`src/design/mpq_pkg.sv`:
```
// Package with shared types and codes for the max priority queue.
`timescale 1ns / 1ps
`default_nettype none
package mpq_pkg;
    localparam int VALUE_W = 7;
    localparam int COUNT_W = 6;
    localparam int STATUS_W = 2;

    typedef enum logic [STATUS_W-1:0] {
        ST_OK    = 2'd0,
        ST_FULL  = 2'd1,
        ST_EMPTY = 2'd2
    } status_t;

    typedef enum logic [2:0] {
        S_IDLE,
        S_SCAN,
        S_LAST,
        S_MOVE,
        S_DONE
    } state_t;
endpackage
`default_nettype wire

```
`src/design/mpq_heap.sv`:
```
// Heap value store: a single synchronous RAM with a registered read.
`timescale 1ns / 1ps
`default_nettype none
module mpq_heap #(
    parameter int DEPTH = 32,
    parameter int AW = 5
) (
    input  wire logic                        clk,
    input  wire logic                        wr_en,
    input  wire logic [AW-1:0]               wr_addr,
    input  wire logic [mpq_pkg::VALUE_W-1:0] wr_data,
    input  wire logic [AW-1:0]               rd_addr,
    output logic      [mpq_pkg::VALUE_W-1:0] rd_data
);
    logic [mpq_pkg::VALUE_W-1:0] mem [DEPTH];

    always_ff @(posedge clk)
    begin
        if (wr_en)
        begin
            mem[wr_addr] <= wr_data;
        end
        rd_data <= mem[rd_addr];
    end
endmodule
`default_nettype wire

```
`src/design/max_priority_queue_top.sv`:
```
// Top level of the max priority queue: control sequencer, scan and output register.
//
// Input transfers on s_axis carry an operation: mode 0 inserts item_value,
// mode 1 extracts the largest stored value. Each input transfer produces one
// output transfer on m_axis with the removed value, a valid flag, a status
// code and the entry count after the operation.
// Values live in one single-port-write, single-read RAM with a registered read.
// An insert writes at the tail. An extract scans all stored entries through
// the RAM read port, one per cycle, then moves the tail entry into the hole
// of the maximum.
// Reset empties the queue at once by clearing the count; RAM contents are not
// cleared because entries at or above the count are never used.
// When the receiver stalls, the result waits in the output register and no
// new item is accepted until it has been transferred.
`timescale 1ns / 1ps
`default_nettype none
module max_priority_queue_top #(
    parameter int CAPACITY = 32
) (
    input  wire logic       clk,
    input  wire logic       rst_n,
    input  wire logic       s_axis_tvalid,
    output logic            s_axis_tready,
    input  wire logic [7:0] s_axis_tdata,  // [6:0] item_value, [7] zero
    input  wire logic       s_axis_tuser,  // [0] mode
    output logic            m_axis_tvalid,
    input  wire logic       m_axis_tready,
    output logic [15:0]     m_axis_tdata   // [6:0] taken_value, [7] taken_valid,
                                           // [9:8] status, [15:10] entry_count
);
    localparam int AW = (CAPACITY > 1) ? $clog2(CAPACITY) : 1;
    localparam int CW = $clog2(CAPACITY + 1);
    localparam logic [CW-1:0] CAP = CW'(CAPACITY);
    localparam int VW = mpq_pkg::VALUE_W;

    mpq_pkg::state_t state_reg, state_next;
    logic [CW-1:0] count_reg, count_next;
    logic [CW-1:0] idx_reg, idx_next;        // next address issued in the scan
    logic [CW-1:0] chk_reg, chk_next;        // address of data now on rd_data
    logic [AW-1:0] best_reg, best_next;
    logic [VW-1:0] bval_reg, bval_next;
    logic [15:0] out_reg, out_next;
    logic out_valid_reg, out_valid_next;

    logic wr_en;
    logic [AW-1:0] wr_addr, rd_addr;
    logic [VW-1:0] wr_data, rd_data;

    mpq_heap #(.DEPTH(CAPACITY), .AW(AW)) u_heap (
        .clk(clk), .wr_en(wr_en), .wr_addr(wr_addr), .wr_data(wr_data),
        .rd_addr(rd_addr), .rd_data(rd_data)
    );

    assign s_axis_tready = (state_reg == mpq_pkg::S_IDLE) && !out_valid_reg;
    assign m_axis_tvalid = out_valid_reg;
    assign m_axis_tdata = out_reg;

    function automatic logic [15:0] pack(logic [VW-1:0] v, logic tv,
                                         mpq_pkg::status_t st, logic [CW-1:0] c);
        logic [CW+5:0] cw;
        cw = (CW+6)'(c);
        return {cw[5:0], st, tv, v};
    endfunction

    always_ff @(posedge clk or negedge rst_n)
    begin
        if (!rst_n)
        begin
            state_reg <= mpq_pkg::S_IDLE;
            count_reg <= '0;
            out_valid_reg <= 1'b0;
        end
        else
        begin
            state_reg <= state_next;
            count_reg <= count_next;
            out_valid_reg <= out_valid_next;
        end
    end

    always_ff @(posedge clk)
    begin
        idx_reg <= idx_next;
        chk_reg <= chk_next;
        best_reg <= best_next;
        bval_reg <= bval_next;
        out_reg <= out_next;
    end

    always_comb
    begin
        state_next = state_reg;
        count_next = count_reg;
        idx_next = idx_reg;
        chk_next = chk_reg;
        best_next = best_reg;
        bval_next = bval_reg;
        out_next = out_reg;
        out_valid_next = out_valid_reg && !m_axis_tready;
        wr_en = 1'b0;
        wr_addr = count_reg[AW-1:0];
        wr_data = s_axis_tdata[VW-1:0];
        rd_addr = idx_reg[AW-1:0];
        case (state_reg)
            mpq_pkg::S_IDLE:
            begin
                rd_addr = '0;
                if (s_axis_tvalid && s_axis_tready)
                begin
                    if (!s_axis_tuser)
                    begin
                        if (count_reg >= CAP)
                        begin
                            out_next = pack('0, 1'b0, mpq_pkg::ST_FULL, count_reg);
                        end
                        else
                        begin
                            wr_en = 1'b1;
                            count_next = count_reg + 1'b1;
                            out_next = pack('0, 1'b0, mpq_pkg::ST_OK, count_next);
                        end
                        out_valid_next = 1'b1;
                    end
                    else if (count_reg == '0)
                    begin
                        out_next = pack('0, 1'b0, mpq_pkg::ST_EMPTY, count_reg);
                        out_valid_next = 1'b1;
                    end
                    else
                    begin
                        idx_next = CW'(1);
                        chk_next = '0;
                        best_next = '0;
                        bval_next = '0;
                        state_next = mpq_pkg::S_SCAN;
                    end
                end
            end
            mpq_pkg::S_SCAN:
            begin
                // rd_data holds entry chk_reg; the first always wins
                if (chk_reg == '0 || rd_data > bval_reg)
                begin
                    best_next = chk_reg[AW-1:0];
                    bval_next = rd_data;
                end
                chk_next = idx_reg;
                idx_next = idx_reg + 1'b1;
                if (idx_reg == count_reg)
                begin
                    rd_addr = AW'(count_reg - 1'b1);
                    state_next = mpq_pkg::S_MOVE;
                end
            end
            mpq_pkg::S_MOVE:
            begin
                // rd_data holds the tail entry; fill the hole with it
                wr_en = 1'b1;
                wr_addr = best_reg;
                wr_data = rd_data;
                count_next = count_reg - 1'b1;
                out_next = pack(bval_reg, 1'b1, mpq_pkg::ST_OK, count_next);
                out_valid_next = 1'b1;
                state_next = mpq_pkg::S_IDLE;
            end
            default:
            begin
                state_next = mpq_pkg::S_IDLE;
            end
        endcase
    end
endmodule
`default_nettype wire

```
`config.mk`:
```
export PLATFORM = sky130hd
export DESIGN_NAME = max_priority_queue_top
export DESIGN_NICKNAME = d
export VERILOG_FILES = /design/src/design/mpq_pkg.sv /design/src/design/mpq_heap.sv /design/src/design/max_priority_queue_top.sv
export SDC_FILE = /design/constraint.sdc
export NUM_CORES = 1
export LEC_CHECK = 0
export ABC_AREA = 1
export BUFFER_PORTS_ARGS = -buffer_cell sky130_fd_sc_hd__buf_2
export CAP_MARGIN = 0
export CORE_MARGIN = 2
export CORE_UTILIZATION = 60
export DETAILED_ROUTE_END_ITERATION = 10
export GPL_TIMING_DRIVEN = 0
export HOLD_SLACK_MARGIN = 0.03
export PLACE_DENSITY_LB_ADDON = 0.1
export SYNTH_ARGS = -nofsm -noshare
export SYNTH_HDL_FRONTEND = slang
export SYNTH_HIERARCHICAL = 1
export SYNTH_SLANG_ARGS = --single-unit
```
`constraint.sdc`:
```
create_clock -name clk -period 3.2 [get_ports clk]
set_clock_uncertainty 0.1 [all_clocks]
set_input_delay 0.16 -clock clk [delete_from_list [all_inputs] [get_ports clk]]
set_output_delay 0.16 -clock clk [all_outputs]
set_load 0.01 [all_outputs]
```
Word-level counts from Yosys, hierarchy flattened
Memories as Yosys holds them, arrays and structs flattened. A register that Yosys moved wholly into a read port is not among the register bits.
Index checks and enable logic that the tools add are counted.
- bits of input ports: 13
- memories: 1
- output and inout port bits: 18
- bits in registers: 50
- logic and storage cells: 87
- RAM bits: 224
- reductions and logical operators: 16
- $add $sub $neg: 3
- magnitude comparators: 2
- mux-type cells: 46
- equality and inequality tests: 11
- memory list (name ; words ; bits a word ; rd ports ; clocked after Yosys merged registers in ; wr ports ; line ; text):
    u_heap.mem ; 32 ; 7 ; 1 ; 1 ; 1 ; mpq_heap.sv:15 ; logic [mpq_pkg::VALUE_W-1:0] mem [DEPTH];
- operators by type and width (cell ; number):
    16-bit 2-to-1 mux ; 4
    6-bit 2-to-1 mux ; 9
    6-bit one-hot mux with 2 select lines ; 3
    7-bit 2-to-1 mux ; 5
    16-bit one-hot mux with 2 select lines ; 1
    5-bit 2-to-1 mux ; 6
    5-bit one-hot mux with 2 select lines ; 2
    7-bit one-hot mux with 2 select lines ; 1
    6-bit by 1-bit adder with 6-bit output (second input constant) ; 2
    6-bit zero test ; 2
    3-bit 2-to-1 mux ; 4
    2-bit inequality test (second input constant) ; 6
    4-bit AND reduction ; 3
    1-bit 2-to-1 mux ; 8
    7-bit greater-than comparator ; 1
    6-bit equality test ; 1
    6-bit >= comparator (second input constant) ; 1
    3-bit one-hot mux with 2 select lines ; 1
    6-bit by 1-bit subtractor with 6-bit output (second input constant) ; 1
    5-bit AND reduction ; 1
    1-bit one-hot mux with 2 select lines ; 2
    2-bit nonzero test ; 2
    3-bit by 1-bit equality test with 1-bit output (second input constant) ; 1
    3-bit by 2-bit equality test with 1-bit output (second input constant) ; 1
    other kinds (7) ; 10

Longest topological paths before layout
- depth after elaboration: 7
- gate-level depth with buffers: 22
- gate-level depth less buffers: 18

Hierarchy
Netlist, hierarchy kept.
- by module, submodules not included (module ; seq. area each (µm²) ; area each (µm²) ; cells an instance ; times used):
    mpq_heap ; 6866.6 ; 9416.5 ; 813 ; 1
    max_priority_queue_top ; 1426.4 ; 2845.2 ; 351 ; 1

Worst setup path after synthesis
Ideal clock, no wire load.
- path type: register -> register
- start: reg state_reg[0]
- end: mem u_heap/mem[0][0] in the netlist's numbering, data pin
- stages on the path, launching flop included: 5
- period minus slack after synthesis: 2.793 ns
- buffers on the path: 1
- arrival time: 2.239 ns
- slack: 0.407 ns
- setup time: 0.454 ns
- required time: 2.646 ns
- cells stage by stage: dfrtp_1 > ha_1 > inv_1 > buf_2 > o21ai_0
- longest elaborated chain between the ends: 2
- ends and longest elaborated chain (item ; line ; text):
    start: declaration ; max_priority_queue_top.sv:36 ; mpq_pkg::state_t state_reg, state_next;
    start signal: assignment ; max_priority_queue_top.sv:69 ; state_reg <= mpq_pkg::S_IDLE;
    start signal: assignment ; max_priority_queue_top.sv:75 ; state_reg <= state_next;
    3-bit by 2-bit equality test with 1-bit output ; max_priority_queue_top.sv:104 ; case (state_reg)
    7-bit 2-to-1 mux ; max_priority_queue_top.sv:104 ;
    via wr_data[0] ; max_priority_queue_top.sv:47 ; logic [VW-1:0] wr_data, rd_data;
    end: declaration ; mpq_heap.sv:15 ;
The timed path passes the listed nets, and every way through them passes these cells.

Final worst setup path
- start: reg state_reg[0]
- end: mem u_heap/mem[3][5] in the netlist's numbering (enable)
- longest elaborated chain between the ends: 7
- elaborated cells between the ends (all ways): 9
- those cells by class: eq/ne: 1; mux: 5; reduce/logical: 3
- ends and longest elaborated chain (item ; line ; text):
    3-bit zero test ; max_priority_queue_top.sv:54, max_priority_queue_top.sv:104 ;
    1-bit logical AND ; max_priority_queue_top.sv:54 ; assign s_axis_tready = (state_reg == mpq_pkg::S_IDLE) && !out_valid_reg;
    1-bit logical AND ; max_priority_queue_top.sv:108 ; if (s_axis_tvalid && s_axis_tready)
    1-bit 2-to-1 mux ; max_priority_queue_top.sv:108 ;
    1-bit one-hot mux with 2 select lines * ; max_priority_queue_top.sv:104 ;
    via wr_en ; max_priority_queue_top.sv:45 ; logic wr_en;
    1-bit 2-to-1 mux * ; mpq_heap.sv:19 ; if (wr_en)
    1-bit 2-to-1 mux (implied by the code) * ; mpq_heap.sv:21 ; mem[wr_addr] <= wr_data;
The timed path passes the listed nets; every way through them passes the cells marked *.

==> metrics <==
Worst-Skew Late Latency between 0.5 and 0.6 ns; vias per inst 5.67; Setup crit start kind flip-flop; Critical Path RT about 3.3 ns; IR drop worst, VDD between 0.6 and 0.7 mV; number of global-route vias before repair 8,080; largest area contributor in the netlist edfxtp_1; synthesized area 12,300 sq um; Worst EP arrival 3.38 ns; # nets final approximately 1,300; Final Hold Violating Endpoints 0; post-route ant nets 0; met3 Use GR under 10%; Synth top area share between 60% and 70%; f_max ~300 MHz; failing checks negative setup slack; area grow syn2layout 12.2%; GR peak layer met1; Min Hold Slack 0.0910 ns; status finished with violations; switching portion of total power 43.5%; pre-CTS setup slack -0.136 ns; number of synthesized flops with an enable pin around 260; global-route wire length before repair approximately 46 mm; grt ovf 0; YS warnings 6; Routed wire per std cell between 15 and 20 um; CTS sink cnt 280; H-tree levels 1; Yosys cell types 28; Worst Path Max Fanout 10; Worst Hold Depth 6; Reg2Reg Depth 6; synth cell count leaders nand2_1, edfxtp_1, nand3_1; CTS Buf Count 29; Util after Layout 68.2%; Chip Width 147 um; DRC 0; IO Pins 31; Synth Area in XOR/XNOR less than 1%; combinational cell fraction of total power between 40% and 50%; # setup viols final between 100 and 150; DPL Wire Length ~20 mm; ant diodes 0; net count after synthesis between 1,000 and 1,500; max reg flops around 220; Min-Delay Path Class in2reg; DR iter-0 viols ~1,100; Least-Margin Pin Slew 1.35 ns; simple-gate share of the synthesized area between 20% and 30%; gr usage total about 28%; Post-Route WL 29.8 mm; CTS tree yes; Placer Congestion 0.926; ys flop type edfxtp_1; switching power approximately 6.7 mW; power per cell area 1120 nW/um^2; register area share after synthesis between 60% and 70%; ys async rst share under 10%; Yosys reg bits 280; initial core utilization between 60% and 70%; static leakage approximately 5.5 nW; period utilization 103%; crit path time final around 3.3 ns; vias 8,640; Slew HR about a tenth; Syn Inst Count about 1,200; max-cap viol count 0; initial antenna violation count 0; standard-cell rows 52; area of the die around 22,000 sq um; largest family of logic cells by synthesized area simple AND/OR/NAND/NOR gates; GR Util met1 43.3%; Clk pwr share between 10% and 20%; Pre-antenna DRT Iters 6; Power Internal about 8.7 mW; met2 Resource Use GR between 40 and 50%; Adder-Cell Fraction of Synth Area about 1.4%; Port Buffers 29; register share of total power between 30% and 40%; WS Path Type reg2reg; setup ws final -0.0994 ns; fin. max-slew vios 0; mux contribution to synthesized area 0%; Die Ht ~150 um; Top reg by flops u_heap/mem; Syn Area/Cell about 11 sq um; Clock transition at path regs ~0.06 ns; setup bufs post-CTS 0; share of cells above drive strength 1 roughly 12%; most frequent cell after synthesis nand2_1; maximum number of pins on one net before global-route repair 33; CP Capture Type flip-flop; CTS Root Cell clkbuf_16; RSZ-0062 raised after global routing yes; ranking of synthesized cells by area edfxtp_1, nand2_1, nand3_1, inv_1, dfrtp_1; Clock Path Buffers 3; Core Area 20,200 sq um; Compound-Gate Fraction of Synth Area around 1.5%
==> stage by stage <==
stage	cell area (sq um)	TNS, ns	total power, mW	cells
after floorplan	12300	0	9.80	1164
final	13800	-5.38	15.4	1523
after CTS	13700	-2.21	15.3	1523
after detailed placement	12800	-2.82	12.2	1465
after global placement	12700	-64.67	12.0	1463
after global routing	13800	-23.60	16.4	1523
==> cell usage in the layout (no fill, tap or decap), types with 4 or more instances in the layout <==
master | netlist | layout
dfrtp_1 | 9 | 9
ha_1 | 14 | 14
buf_6 | 11 | 11
o21ai_0 | 21 | 20
dlygate4sd3_1 | 0 | 5
nor2_2 | 0 | 22
a21oi_1 | 11 | 10
dfxtp_1 | 7 | 7
buf_4 | 8 | 9
clkinv_1 | 0 | 5
clkbuf_1 | 2 | 11
nor2_1 | 54 | 32
nand3_1 | 194 | 194
clkbuf_16 | 0 | 29
inv_1 | 62 | 62
inv_2 | 6 | 6
nand4_1 | 4 | 4
buf_2 | 29 | 57
buf_1 | 5 | 5
clkinv_2 | 0 | 5
xor2_1 | 7 | 7
edfxtp_1 | 264 | 264
nand2_1 | 445 | 445
==> layout make-up <==
cell class	instances	area, sq um
sequential	280	8290
multi-input combinational	759	3400
clock buffer	41	801
clock inverter	12	58.8
inverter	69	262
timing repair buffer	36	223
fill	1527	6410
buffer	56	378
tap	270	338
==> kinds of logic after synthesis <==
family                   Yosys count
AND/OR/NAND/NOR                  702
flip-flops                       280
buffers and inverters            125
AO/OA/AOI/OAI                     35
adder cells (fa/ha/maj)           14
XOR/XNOR                           8
==> worst max-delay path, stage by stage, from the launching register on <==
cell	delay, ns
dfrtp_1	0.40
ha_1	0.36
inv_1	0.21
buf_2	0.26
a21oi_1	0.39
nand3_1	0.58
nor2_2	0.61
==> worst paths after layout <==
path	to	startpoint	slack, ns
max in group asynchronous	state_reg[1]$_DFFE_PN0P_	rst_n	2.14
worst max-delay path	u_heap/mem[3][5]$_DFFE_PP_	state_reg[0]$_DFFE_PN0P_	-0.1
min in group asynchronous	count_reg[4]$_DFFE_PN0P_	rst_n	0.55
worst min register to register	best_reg[3]$_SDFFCE_PN0P_	chk_reg[3]$_SDFFCE_PN0P_	0.43
worst min-delay path	count_reg[5]$_DFFE_PN0P_	s_axis_tvalid	0.09
worst max register to register	u_heap/mem[3][5]$_DFFE_PP_	state_reg[0]$_DFFE_PN0P_	-0.1
==> what timing repair did <==
action / in CTS / in global routing
hold endpoints to repair: 13 / 0
cloned: 0 / 0
endpoints found under the setup margin: 72 / 184
hold buffers: 5 / 0
gates resized for setup: 9 / 14
==> metal layers <==
layer | part of all wire (%) | vias to the layer above
li1 | - | 4067
met1 | 43 | 4135
met2 | 45 | 395
met3 | 9.5 | 43
met4 | 2.1 | 0
met5 | 0 | -
==> power by group through the flow <==
stage	clock network [mW]	logic (mW)	registers, mW
detailed placement	0	7.12	5.06
finish	3.05	7.33	4.99
floorplan	0	4.75	5.05
CTS	3.08	7.19	4.99
global placement	0	6.94	5.06
global route	3.24	8.08	5.04
No activity file was read; power rests on OpenSTA's default activity.
